## src/sv/abr_pkg.sv

```systemverilog
// ----------------------------------------------------------------------------
// abr_pkg
// Types, register indexes, reset values and helpers for the bit reservoir.
// ----------------------------------------------------------------------------
package abr_pkg;

	typedef enum logic [1:0] {
		CMD_FRAME_BEGIN = 2'd0,
		CMD_GRANULE     = 2'd1,
		CMD_FRAME_END   = 2'd2
	} cmd_t;

	localparam int CFG_DATA_W = 16;
	localparam int CFG_IDX_W  = 2;

	localparam logic [CFG_IDX_W-1:0] REG_GRANULES = 2'd0;
	localparam logic [CFG_IDX_W-1:0] REG_SIDE     = 2'd1;
	localparam logic [CFG_IDX_W-1:0] REG_DISABLE  = 2'd2;
	localparam logic [CFG_IDX_W-1:0] REG_MAXBUF   = 2'd3;

	localparam logic [1:0]  GRANULES_RST = 2'd2;
	localparam logic [5:0]  SIDE_RST     = 6'd32;
	localparam logic [15:0] MAXBUF_RST   = 16'd11520;

	// reservoir cap from the main-data pointer range
	localparam logic [12:0] CAP_ONE_GR = 13'd2040;
	localparam logic [12:0] CAP_TWO_GR = 13'd4088;

	localparam logic [7:0] SHAPE_FULL = 8'h80;
	localparam logic [7:0] SHAPE_MASK = 8'h7f;

	// floor(x / 10), exact for x below 81920
	function automatic logic [14:0] div10(input logic [16:0] x);
		logic [33:0] p;
		p = {17'd0, x} * 34'd52429;
		return p[33:19];
	endfunction

endpackage

```

## src/sv/audio_bit_reservoir_top.sv

```systemverilog
// ----------------------------------------------------------------------------
// audio_bit_reservoir_top
// Layer III bit reservoir: size and maximum, frame and granule budgeting.
// ----------------------------------------------------------------------------
// Takes one item per clock while item_stall is low and returns one result
// per item: the item register feeds a single pass of budget logic whose
// result and the updated reservoir state are captured together, so the next
// item sees the state left by this one. A stalled result register holds
// while the item register still takes one more item.
module audio_bit_reservoir_top (
	input  logic                          clk,
	input  logic                          arst_n,
	input  logic                          cfg_we,
	input  logic [abr_pkg::CFG_IDX_W-1:0] cfg_index,
	input  logic [abr_pkg::CFG_DATA_W-1:0] cfg_data,
	input  logic                          item_valid,
	output logic                          item_stall,
	input  logic [1:0]                    cmd,
	input  logic [15:0]                   frame_bits,
	input  logic signed [16:0]            value_bits,
	input  logic [7:0]                    shaping_in,
	output logic                          result_valid,
	input  logic                          result_stall,
	output logic [15:0]                   granule_share,
	output logic [15:0]                   full_frame_bits,
	output logic signed [17:0]            target_bits,
	output logic [15:0]                   borrow_bits,
	output logic [7:0]                    shaping_out,
	output logic [15:0]                   drain_bits,
	output logic signed [15:0]            reservoir_size,
	output logic [11:0]                   reservoir_max
);

	logic [1:0]  granules_q;
	logic [5:0]  side_q;
	logic        disabled_q;
	logic [15:0] maxbuf_q;

	logic signed [15:0] size_q;
	logic [12:0]        limit_q;

	logic               valid_s1;
	abr_pkg::cmd_t      cmd_s1;
	logic [15:0]        frame_s1;
	logic signed [16:0] value_s1;
	logic [7:0]         shaping_s1;

	logic result_valid_q;
	logic advance;

	// config
	always_ff @(posedge clk or negedge arst_n) begin
		if (!arst_n) begin
			granules_q <= abr_pkg::GRANULES_RST;
			side_q     <= abr_pkg::SIDE_RST;
			disabled_q <= 1'b0;
			maxbuf_q   <= abr_pkg::MAXBUF_RST;
		end else if (cfg_we) begin
			case (cfg_index)
				abr_pkg::REG_GRANULES: granules_q <= cfg_data[1:0];
				abr_pkg::REG_SIDE:     side_q     <= cfg_data[5:0];
				abr_pkg::REG_DISABLE:  disabled_q <= cfg_data[0];
				abr_pkg::REG_MAXBUF:   maxbuf_q   <= cfg_data;
				default: ;
			endcase
		end
	end

	assign advance    = !result_valid_q || !result_stall;
	assign item_stall = valid_s1 && !advance;

	always_ff @(posedge clk or negedge arst_n) begin
		if (!arst_n) begin
			valid_s1 <= 1'b0;
		end else if (!item_stall) begin
			valid_s1 <= item_valid;
		end
	end

	always_ff @(posedge clk) begin
		if (item_valid && !item_stall) begin
			cmd_s1     <= abr_pkg::cmd_t'(cmd);
			frame_s1   <= frame_bits;
			value_s1   <= value_bits;
			shaping_s1 <= shaping_in;
		end
	end

	// frame begin
	logic               two_gr;
	logic signed [17:0] payload;
	logic [15:0]        fb_mean;
	logic [16:0]        fb_whole;
	logic signed [17:0] fb_room;
	logic [12:0]        fb_cap;
	logic [12:0]        fb_limit;
	logic signed [16:0] fb_sel;
	logic signed [18:0] fb_full;
	logic [15:0]        fb_full_c;

	// granule
	logic signed [20:0] size_x10;
	logic [15:0]        lim_x6;
	logic [15:0]        lim_x9;
	logic [14:0]        q6;
	logic [14:0]        q9;
	logic               fill60;
	logic               fill90;
	logic signed [17:0] gr_add;
	logic signed [18:0] gr_avail;
	logic [16:0]        gr_mag;
	logic [14:0]        gr_q;
	logic signed [17:0] gr_cut;
	logic signed [18:0] gr_target;
	logic [15:0]        gr_extra;
	logic [7:0]         gr_shape;

	// frame end
	logic signed [17:0] fe_sum;
	logic signed [17:0] fe_aligned;
	logic signed [17:0] fe_stuff;
	logic signed [15:0] fe_size;
	logic [15:0]        fe_drain;

	always_comb begin
		two_gr   = granules_q[1];
		payload  = $signed({2'b00, frame_s1}) - $signed({9'd0, side_q, 3'b000});
		fb_mean  = payload[17] ? 16'd0 : (two_gr ? payload[16:1] : payload[15:0]);
		fb_whole = two_gr ? {fb_mean, 1'b0} : {1'b0, fb_mean};
		fb_room  = $signed({2'b00, maxbuf_q}) - $signed({2'b00, frame_s1});
		fb_cap   = two_gr ? abr_pkg::CAP_TWO_GR : abr_pkg::CAP_ONE_GR;
		if (fb_room[17] || disabled_q) begin
			fb_limit = 13'd0;
		end else if (fb_room > $signed({5'd0, fb_cap})) begin
			fb_limit = fb_cap;
		end else begin
			fb_limit = {fb_room[12:3], 3'b000};
		end
		fb_sel  = ($signed({size_q[15], size_q}) < $signed({4'd0, fb_limit})) ?
			$signed({size_q[15], size_q}) : $signed({4'd0, fb_limit});
		fb_full = $signed({2'b00, fb_whole}) + 19'(fb_sel);
		if (fb_full[18]) begin
			fb_full_c = 16'd0;
		end else if (fb_full > $signed({3'b000, maxbuf_q})) begin
			fb_full_c = maxbuf_q;
		end else begin
			fb_full_c = fb_full[15:0];
		end

		size_x10 = 21'(size_q) * 21'sd10;
		lim_x6   = 16'(limit_q) * 16'd6;
		lim_x9   = 16'(limit_q) * 16'd9;
		q6       = abr_pkg::div10({1'b0, lim_x6});
		q9       = abr_pkg::div10({1'b0, lim_x9});
		fill60   = size_x10 >= $signed({5'd0, lim_x6});
		fill90   = size_x10 >= $signed({5'd0, lim_x9});
		gr_add   = fill90 ? (18'(size_q) - $signed({3'b000, q9})) : 18'sd0;
		gr_avail = $signed({4'd0, q6}) - 19'(gr_add);
		gr_mag   = value_s1[16] ? 17'(-value_s1) : value_s1;
		gr_q     = abr_pkg::div10(gr_mag);
		gr_cut   = 18'(value_s1) -
			(value_s1[16] ? -$signed({3'b000, gr_q}) : $signed({3'b000, gr_q}));
		if (fill60) begin
			gr_target = 19'(value_s1) + 19'(gr_add);
			gr_extra  = gr_avail[18] ? 16'd0 : gr_avail[15:0];
			gr_shape  = fill90 ? (shaping_s1 | abr_pkg::SHAPE_FULL) : shaping_s1;
		end else begin
			gr_target = shaping_s1[0] ? 19'(value_s1) : 19'(gr_cut);
			gr_extra  = size_q;
			gr_shape  = shaping_s1 & abr_pkg::SHAPE_MASK;
		end

		fe_sum     = 18'(size_q) + 18'(value_s1);
		fe_aligned = {fe_sum[17:3], 3'b000};
		if (fe_sum[17]) begin
			fe_size  = (fe_sum < -18'sd32768) ? -16'sd32768 : fe_sum[15:0];
			fe_stuff = 18'sd0;
		end else if (fe_aligned > $signed({5'd0, limit_q})) begin
			fe_size  = $signed({3'b000, limit_q});
			fe_stuff = fe_sum - $signed({5'd0, limit_q});
		end else begin
			fe_size  = fe_aligned[15:0];
			fe_stuff = {15'd0, fe_sum[2:0]};
		end
		fe_drain = fe_stuff[16] ? 16'hffff : fe_stuff[15:0];
	end

	// result register and state
	always_ff @(posedge clk or negedge arst_n) begin
		if (!arst_n) begin
			result_valid_q <= 1'b0;
			size_q         <= 16'sd0;
			limit_q        <= 13'd0;
		end else if (advance) begin
			result_valid_q <= valid_s1;
			if (valid_s1) begin
				case (cmd_s1)
					abr_pkg::CMD_FRAME_BEGIN: limit_q <= fb_limit;
					abr_pkg::CMD_FRAME_END:   size_q  <= fe_size;
					default: ;
				endcase
			end
		end
	end

	always_ff @(posedge clk) begin
		if (advance && valid_s1) begin
			granule_share   <= 16'd0;
			full_frame_bits <= 16'd0;
			target_bits     <= 18'sd0;
			borrow_bits     <= 16'd0;
			shaping_out     <= shaping_s1;
			drain_bits      <= 16'd0;
			reservoir_size  <= size_q;
			reservoir_max   <= limit_q[11:0];
			case (cmd_s1)
				abr_pkg::CMD_FRAME_BEGIN: begin
					granule_share   <= fb_mean;
					full_frame_bits <= fb_full_c;
					reservoir_max   <= fb_limit[11:0];
				end
				abr_pkg::CMD_GRANULE: begin
					target_bits <= gr_target[17:0];
					borrow_bits <= gr_extra;
					shaping_out <= gr_shape;
				end
				abr_pkg::CMD_FRAME_END: begin
					drain_bits     <= fe_drain;
					reservoir_size <= fe_size;
				end
				default: ;
			endcase
		end
	end

	assign result_valid = result_valid_q;

endmodule

```

## config.mk

```make
export PLATFORM = sky130hd
export DESIGN_NAME = audio_bit_reservoir_top
export DESIGN_NICKNAME = d
export VERILOG_FILES = /design/src/sv/abr_pkg.sv /design/src/sv/audio_bit_reservoir_top.sv
export SDC_FILE = /design/constraint.sdc
export NUM_CORES = 1
export LEC_CHECK = 0
export BUFFER_PORTS_ARGS = -buffer_cell sky130_fd_sc_hd__buf_4
export CORE_MARGIN = 2
export CORE_UTILIZATION = 55
export CTS_BUF_LIST = sky130_fd_sc_hd__clkbuf_4 sky130_fd_sc_hd__clkbuf_8
export DETAILED_ROUTE_END_ITERATION = 7
export PLACE_DENSITY = 0.79
export SYNTH_ARGS = -nofsm -noshare
export SYNTH_HDL_FRONTEND = slang
export SYNTH_SLANG_ARGS = --single-unit
```

## constraint.sdc

```tcl
create_clock -name clk -period 16.32 [get_ports clk]
set_input_delay 1.632 -clock clk [delete_from_list [all_inputs] [get_ports clk]]
set_output_delay 1.632 -clock clk [all_outputs]
set_load 0.01 [all_outputs]
```

[Yosys cells after proc, flatten, opt, wreduce, memory -nomap -nowiden]
Index checks and enable logic that the tools add are counted.
Cells by class
  add/subtract/negate cells: 11
  multiply operators: 6
  order comparisons: 7
  equality and inequality tests: 5
  multiplexer cells: 26
  bitwise gates (word level): 1
  reduce and logical (&&, ||, !) cells: 18
Operators with widths (number)
  16-bit two-way mux: 10
  17-bit two-way mux: 5
  18-bit two-way mux: 4
  21-bit by 17-bit greater-or-equal comparator with 1-bit output: 2
  17-bit by 16-bit multiplier with 33-bit output (second input constant): 1
  16-bit by 16-bit multiplier with 32-bit output (second input constant): 1
  15-bit by 16-bit multiplier with 31-bit output (second input constant): 1
  13-bit two-way mux: 2
  12-bit two-way mux: 2
  8-bit two-way mux: 3
  16-bit by 4-bit multiplier with 20-bit output (second input constant): 1
  18-bit by 17-bit adder with 19-bit output: 1
  19-bit by 17-bit greater-than comparator with 1-bit output: 1
  14-bit by 18-bit subtractor with 19-bit output: 1
  16-bit by 17-bit adder with 18-bit output: 1
  17-bit by 18-bit adder with 18-bit output: 1
  18-bit by 14-bit greater-than comparator with 1-bit output: 1
  18-bit by 16-bit < comparator with 1-bit output (second input constant): 1
  14-bit negator with 18-bit output: 1
  17-bit by 18-bit subtractor with 18-bit output: 1
  17-bit by 13-bit greater-than comparator with 1-bit output: 1
  17-bit negator: 1
  16-bit by 14-bit subtractor with 17-bit output: 1
  16-bit by 16-bit subtractor with 17-bit output: 1
  other kinds (15): 29
Word-level totals
  register bits: 217
  bits of input ports: 66
  logic and storage cells: 94

[Logic depth before layout (Yosys ltp)]
Gate-level depths: netlist (run 1).
  word-level depth: 9
  gate-level depth with buffers: 50
  depth with buffers taken out: 47

[Least setup slack after synthesis (run 1)]
No wires, ideal clock.
  path type: register to register
  from: register limit_q[4]
  to: register target_bits[15], data pin
  setup time: 0.167 ns
  data arrival time: 10.297 ns
  required time: 16.153 ns
  setup slack: 5.855 ns
  stages on the path, launching flop included: 45
  buffers on the path: 0
  clock period less this slack: 10.465 ns
  cell sequence: dfrtp_1 -> ha_1 -> ha_1 -> fa_1 -> a21oi_1 -> nor2_1 -> nor2_1 -> o21bai_1 -> a21oi_1 -> nor2b_1 -> o21ai_0 -> xnor2_1 -> ha_1 -> ha_1 -> fa_1 -> fa_1 -> fa_1 -> inv_1 -> [9 not listed] -> or2_2 -> ha_1 -> or3_1 -> o31ai_1 -> a2111oi_0 -> or2_2 -> nor2_1 -> xnor2_1 -> nor2_1 -> ha_1 -> and2_1 -> a31oi_1 -> o31ai_1 -> o21a_1 -> o21ai_0 -> nor2b_1 -> nor2_1 -> a211oi_1
Between the ends
  cells in the longest elaborated chain, start to end: 6
Ends and longest elaborated chain
  from (decl): line audio_bit_reservoir_top.sv:40  | logic [12:0] limit_q;
  from (signal assigned): line audio_bit_reservoir_top.sv:198  | abr_pkg::CMD_FRAME_BEGIN: limit_q <= fb_limit;
  13-bit by 4-bit multiplier with 16-bit output: line audio_bit_reservoir_top.sv:152  | lim_x9 = 16'(limit_q) * 16'd9;
  16-bit by 16-bit multiplier with 32-bit output: line abr_pkg.sv:35  | p = {17'd0, x} * 34'd52429;
  16-bit by 14-bit subtractor with 17-bit output: line audio_bit_reservoir_top.sv:157  | gr_add = fill90 ? (18'(size_q) - $signed({3'b000, q9})) : 18'sd0;
  18-bit two-way mux: line audio_bit_reservoir_top.sv:157
  17-bit by 18-bit adder with 18-bit output: line audio_bit_reservoir_top.sv:164  | gr_target = 19'(value_s1) + 19'(gr_add);
  18-bit two-way mux *: line audio_bit_reservoir_top.sv:163  | if (fill60) begin
  to (signal assigned): line audio_bit_reservoir_top.sv:223  | target_bits <= gr_target[17:0];
  to (decl): line audio_bit_reservoir_top.sv:26  | output logic signed [17:0] target_bits,
Mark *: on every way between the ends. The rest lies on a longest branch, timed or not.
A chain may end at the register's enable or synchronous reset.

[Worst setup path after layout (run 1)]
  from: register limit_q[3]
  to: register target_bits[15], data pin
Same word-level chain as after synthesis.

==> flow_metrics.env, run 1 <==
export IMPL_cts_hold_buffers=0
export IMPL_dr_iter_0_viols=1809
export IMPL_floorplan_core_area_um2=52800
export IMPL_floorplan_initialDensity_pct=55.9
export IMPL_detailed_place_hpwl_mm=66.6
export IMPL_ys_seq_area_share_pct=20.5
export IMPL_path_max_fanout=16
export IMPL_grt_pass1_wl_mm=129
export IMPL_dp_cells=3995
export IMPL_synth_ff_latch_count=210
export IMPL_place_port_buffers=182
export IMPL_rsz0062_at_grt="false"
export IMPL_worst_setup_path_start_kind="flop"
export IMPL_hp_class="flop to flop"
export IMPL_tightestPinTransition_ns=1.11
export IMPL_floorplan_die_width_um=236
export IMPL_clock_tree_root_cell="sky130_fd_sc_hd__clkbuf_8"
export IMPL_via_count_of_the_first_global_routing_pass=24028
export IMPL_crit_slowest_cell="sky130_fd_sc_hd__a311oi_1"
export IMPL_clk_transition_reported_paths_ns=0.06
export IMPL_number_of_synthesized_flops_with_an_enable_pin=158
export IMPL_finalNetCount=4196
export IMPL_min_delay_worst_endpoint="shaping_out[2]"
export IMPL_timing_fmax_mhz=83.1
export IMPL_max_stage_delay_ns=0.72
export IMPL_overflow=0
export IMPL_synth_cell_area_um2=29500
export IMPL_total_count_of_max_transition_violations_in_the_final_report=0
export IMPL_cp_common_cell="sky130_fd_sc_hd__ha_1"
export IMPL_finalSetupViolations=0
export IMPL_netlist_cell_type_count=89
export IMPL_fin_setup_tns_ns=0
export IMPL_clock_skew_ns=0.0271
export IMPL_arrival_ns=12.47
export IMPL_critical_path_endpoint_type="flop"
export IMPL_dieHeight_um=236
export IMPL_synth_commonest_cells="sky130_fd_sc_hd__ha_1, sky130_fd_sc_hd__inv_1, sky130_fd_sc_hd__fa_1"
export IMPL_finalCritPeriodShare_pct=73.8
export IMPL_average_wire_per_cell_in_the_routed_design_um=20.0
export IMPL_floorplan_io_pins=186
export IMPL_first_pass_iters=5
export IMPL_cts_sinks=210
export IMPL_syn_area_per_cell_um2=9.35
export IMPL_cts_repair_timing_setup_buffer_count=0
export IMPL_grt_total_usage_pct=29.3
export IMPL_final_standard_cell_count_with_taps_included_and_fillers_excluded=4062
export IMPL_areaGrowthSynthToFinish_pct=9.97
export IMPL_worst_ep_required_time_ns=16.75
export IMPL_r2r_start="limit_q[3]"
export IMPL_htreeDepth=2
export IMPL_wl_mm=81.2
export IMPL_cts_buffers=37
export IMPL_reg2reg_to="target_bits[15]"
export IMPL_finalWeightedCongestion=0.969
export IMPL_worst_skew_pair_late_latency_ns=0.61
export IMPL_tritoncts="yes"
export IMPL_fin_crit_ns=12.04
export IMPL_max_cap_viol_count=0
export IMPL_via_per_inst=5.90
export IMPL_yosysTopAreaCell="sky130_fd_sc_hd__ha_1"
export IMPL_remaining_drc_errors=0
export IMPL_post_synth_inst_count=3156
export IMPL_hold_path_depth=0
export IMPL_report_final_hold_viol_count=0
export IMPL_hold_path_startpoint="shaping_s1[2]"
export IMPL_synth_main_ff_cell="sky130_fd_sc_hd__edfxtp_1"
export IMPL_grt_max_degree=67
export IMPL_antenna_violating_nets_post_route=0
export IMPL_routed_via_count=23986
export IMPL_drive_above_1_share_pct=10.1
export IMPL_dieArea_um2=55500
export IMPL_r2r_depth=46
export IMPL_ys_warnings_count=0
export IMPL_yosysMostFrequentCell="sky130_fd_sc_hd__ha_1"
export IMPL_worst_max_slew_margin_expressed_relative_to_the_limit_pct=25.7
export IMPL_run_status="finished, final reports clean"
export IMPL_cts_root_to_sink_buffers=3
export IMPL_ff2ff_setup_slack_ns=4.28
export IMPL_ant_diodes=0
export IMPL_synth_top_cells_by_area="sky130_fd_sc_hd__ha_1, sky130_fd_sc_hd__edfxtp_1, sky130_fd_sc_hd__fa_1, sky130_fd_sc_hd__inv_1, sky130_fd_sc_hd__xnor2_1"
export IMPL_async_reset_ff_share_pct=24.8
export IMPL_fin_util_pct=61.5
export IMPL_yosysTopAreaCellShare_pct=24.6
export IMPL_worstSetupPathType="flop to flop"
export IMPL_num_rows=84
export IMPL_postcts_resize_cnt=0
export IMPL_antenna_found_initial=1
-- critical path, delay by kind of cell, from the launching register on --
family	cells	cell delay, ns
fa+ha+maj	12	4.72
buf+inv	2	0.11
compound gates	17	3.65
xor+xnor	2	0.56
flops	1	0.67
simple gates	13	2.14
-- layer usage --
metal | GRT usage (%) | up-vias | share of wire (%) | routed length (um)
li1 | - | 11420 | - | -
met1 | 38.5 | 11371 | 43 | 34600
met2 | 47.6 | 1011 | 45 | 36600
met3 | 6.91 | 182 | 8.9 | 7270
met4 | 9.75 | 2 | 3.3 | 2710
met5 | 0 | - | 0.016 | 13
-- flip-flops by register name, summed over array words and instances, names as in the netlist --
register,flops
value_s1,17
disabled_q,1
shaping_s1,8
limit_q,10
full_frame_bits,16
side_q,6
size_q,16
granules_q,1
valid_s1,1
reservoir_max,9
reservoir_size,16
result_valid,1
target_bits,18
cmd_s1,2
granule_share,16
borrow_bits,16
shaping_out,8
drain_bits,16
maxbuf_q,16
frame_s1,16
-- worst max path at each step --
stage,start,end
CTS,limit_q[3],target_bits[15]
global route,limit_q[3],target_bits[15]
global placement,limit_q[3],target_bits[15]
detailed placement,limit_q[3],target_bits[15]
floorplan,limit_q[4],target_bits[15]
finish,limit_q[3],target_bits[15]
-- cell type report --
| cell class | count | area, um2 |
|---|---|---|
| clock inverter | 11 | 90.1 |
| clock buffer | 56 | 677 |
| multi-input combinational | 2408 | 21400 |
| tap | 688 | 861 |
| timing repair buffer | 204 | 1530 |
| inverter | 485 | 1820 |
| fill | 4399 | 20300 |
| sequential | 210 | 6050 |
-- layout by cell type (no fill, tap or decap), drive strengths merged, types with 11 or more instances in the layout --
cell,netlist,final
fa,204,204
nor3,61,61
or2,16,16
and2,24,24
a21oi,181,181
o21bai,19,19
o22ai,11,11
xnor2,136,136
clkbuf,46,56
ha,580,580
mux2i,15,15
or3,14,14
a221o,19,19
mux2,25,25
nor2,194,194
o2111ai,11,11
nand2,179,179
a21o,53,53
o211ai,14,14
a211oi,38,38
a31oi,11,11
o31ai,20,20
nand4,17,17
nor2b,42,42
edfxtp,158,158
nand2b,38,38
buf,11,204
a21boi,21,21
a22o,15,15
o21a,49,49
nor4,11,11
inv,484,485
o21ai,145,145
dfrtp,46,46
nand3,61,61
xor2,62,62
-- cells by family (layout without fill, tap and decap cells) --
logic type,count (synthesis),count (layout),share of synthesized area [%]
AO/OA/AOI/OAI,679,679,15.2
buffers and inverters,542,756,6.99
other,2,6,0.0254
flip-flops,210,210,20.5
AND/OR/NAND/NOR,701,701,11.5
adder cells (fa/ha/maj),784,784,38.4
multiplexers,40,40,1.46
XOR/XNOR,198,198,5.87
-- metrics by stage --
stage	worst slack [ns]	hold WS, ns	instance area (um2)
floorplan	5.86	0.400	29500
global placement	4.70	0.401	31700
detailed placement	4.48	0.406	31700
CTS	4.40	0.421	32500
global route	3.51	0.440	32500
finish	4.28	0.419	32500
Power of run 1 is left out: the tool's default activity adds up to more than one toggle a clock period on the data nets, which glitch-free logic cannot reach.
==> run 2: changes to the inputs <==
Clock period 16.32 ns to 11.89 ns, I/O delays scaled along.
==> run 2 against run 1 <==
  * Critical path depth is 1 higher
  * Routed wire length is 1.3% lower
  * First-iteration DRC count up 2.8%
  * Via count grew 1.1%
  * Core utilization increased by 0.10 points
  * Fmax increased by 7.9%
  * Setup slack lost 3.6 ns
  * Sequential share of layout area is essentially flat
  * Global-route usage fell by 0.37 points
  * Flip-flop and latch count unchanged
  * Highest routed layer is now met4
==> flow_metrics.env, run 2 (same netlist as run 1, synthesis figures left out) <==
export IMPL_run_status="finished, final reports clean"
export IMPL_cts_repair_timing_setup_buffer_count=0
export IMPL_met1Wirelength_mm=34.5
export IMPL_ant_diodes=0
export IMPL_routed_via_count=24242
export IMPL_cts_hold_buffers=0
export IMPL_finalWeightedCongestion=0.962
export IMPL_layout_common_cells="sky130_fd_sc_hd__ha_1, sky130_fd_sc_hd__inv_1, sky130_fd_sc_hd__buf_4, sky130_fd_sc_hd__fa_1, sky130_fd_sc_hd__nor2_1"
export IMPL_ff2ff_setup_slack_ns=0.73
export IMPL_grt_total_usage_pct=28.9
export IMPL_arrival_ns=11.58
export IMPL_filler_cell_count=4349
export IMPL_wl_mm=80.2
export IMPL_floorplan_io_pins=186
export IMPL_timing_fmax_mhz=89.6
export IMPL_floorplan_initialDensity_pct=55.9
export IMPL_antenna_found_initial=0
export IMPL_grt_max_degree=54
export IMPL_mostFrequentLayoutCell="sky130_fd_sc_hd__ha_1"
export IMPL_fin_setup_tns_ns=0
export IMPL_report_final_hold_viol_count=0
export IMPL_crit_slowest_cell="sky130_fd_sc_hd__fa_1"
export IMPL_critical_path_endpoint_type="flop"
export IMPL_hp_class="flop to flop"
export IMPL_wl_met3_mm=6.79
export IMPL_overflow=0
export IMPL_htreeDepth=2
export IMPL_dieArea_um2=55500
export IMPL_drive_above_1_share_pct=10.1
export IMPL_worst_ep_required_time_ns=12.31
export IMPL_dr_iter_0_viols=1859
export IMPL_worst_setup_path_start_kind="flop"
export IMPL_registers_top_by_ff_count="target_bits"
export IMPL_finalNetCount=4204
export IMPL_grt_pass1_wl_mm=128
export IMPL_via_per_inst=5.96
export IMPL_met2_wirelength_mm=35.2
export IMPL_tritoncts="yes"
export IMPL_via_count_of_the_first_global_routing_pass=23895
export IMPL_highest_signal_layer="met4"
export IMPL_worstSetupPathType="flop to flop"
export IMPL_finalSetupViolations=0
export IMPL_clock_skew_ns=0.0406
export IMPL_path_max_fanout=9
export IMPL_floorplan_core_area_um2=52800
export IMPL_largest_register_ffs=18
export IMPL_cts_sinks=210
export IMPL_cts_buffers=36
export IMPL_dieHeight_um=236
export IMPL_average_wire_per_cell_in_the_routed_design_um=19.7
export IMPL_remaining_drc_errors=0
export IMPL_worst_skew_pair_late_latency_ns=0.61
export IMPL_total_count_of_max_transition_violations_in_the_final_report=0
export IMPL_fin_crit_ns=11.16
export IMPL_worst_max_slew_margin_expressed_relative_to_the_limit_pct=27.4
export IMPL_areaGrowthSynthToFinish_pct=10.2
export IMPL_largestRegisters="target_bits x18, value_s1 x17"
export IMPL_cts_root_to_sink_buffers=3
export IMPL_max_cap_viol_count=0
export IMPL_first_pass_iters=6
export IMPL_num_rows=84
export IMPL_cp_common_cell="sky130_fd_sc_hd__ha_1"
export IMPL_antenna_violating_nets_post_route=0
export IMPL_clk_transition_reported_paths_ns=0.07
export IMPL_rsz0062_at_grt="false"
export IMPL_max_stage_delay_ns=0.55
export IMPL_finalCritPeriodShare_pct=93.9
export IMPL_tightestPinTransition_ns=1.09
export IMPL_detailed_place_hpwl_mm=65.6
export IMPL_place_port_buffers=182
export IMPL_floorplan_die_width_um=236
export IMPL_clock_tree_root_cell="sky130_fd_sc_hd__clkbuf_8"
run 2: worst paths after layout:
path,from,cells after the start,end
min in group asynchronous,arst_n,1,limit_q[12]
max reg2reg,limit_q[7],47,target_bits[15]
max in group asynchronous,arst_n,1,maxbuf_q[15]
min reg2reg,shaping_s1[5],0,shaping_out[5]
max,limit_q[7],47,target_bits[15]
min,shaping_s1[5],0,shaping_out[5]
run 2: repair_timing:
item / in CTS / in global routing
hold endpoints to repair: 0 / 0
resized for setup: 0 / 3
endpoints found under the setup margin: 0 / 2
run 2: layer usage:
metal  up-vias  global-route usage [%]
li1      11437                       -
met1     11585                    39.4
met2      1007                    45.6
met3       213                    4.97
met4         0                    12.2
met5         -                       0
run 2: cell type report:
class                           count  area [um2]  area share (%)
Tap cell                          688         861            2.65
Clock buffer                       45         563            1.73
Timing Repair Buffer              213        1600            4.92
Multi-Input combinational cell   2408       21400            65.9
Clock inverter                     20         176           0.543
Sequential cell                   210        6050            18.6
Inverter                          485        1820            5.60
run 2: critical path, delay by kind of cell, from the launching register on:
family                   cells  cell delay, ns
adder cells (fa/ha/maj)     12            4.64
AO/OA/AOI/OAI               17            3.04
AND/OR/NAND/NOR             13            2.03
flip-flops                   1            0.50
XOR/XNOR                     2            0.41
buffers and inverters        3            0.30
run 2: stage by stage:
| step | utilization [%] | area, um2 | worst slack (ns) | cells | hold WS (ns) |
|---|---|---|---|---|---|
| 2_1_floorplan | - | 29500 | 1.43 | 3160 | 0.400 |
| 3_3_place_gp | 60.2 | 31800 | 0.838 | 4004 | 0.400 |
| 3_5_place_dp | 60.2 | 31800 | 0.612 | 4004 | 0.405 |
| 4_1_cts | 61.6 | 32500 | 0.554 | 4069 | 0.419 |
| 5_1_grt | 61.6 | 32500 | 0.0197 | 4069 | 0.430 |
| 6_report | 61.6 | 32500 | 0.731 | 4069 | 0.418 |
Power of run 2 is left out for the same reason.
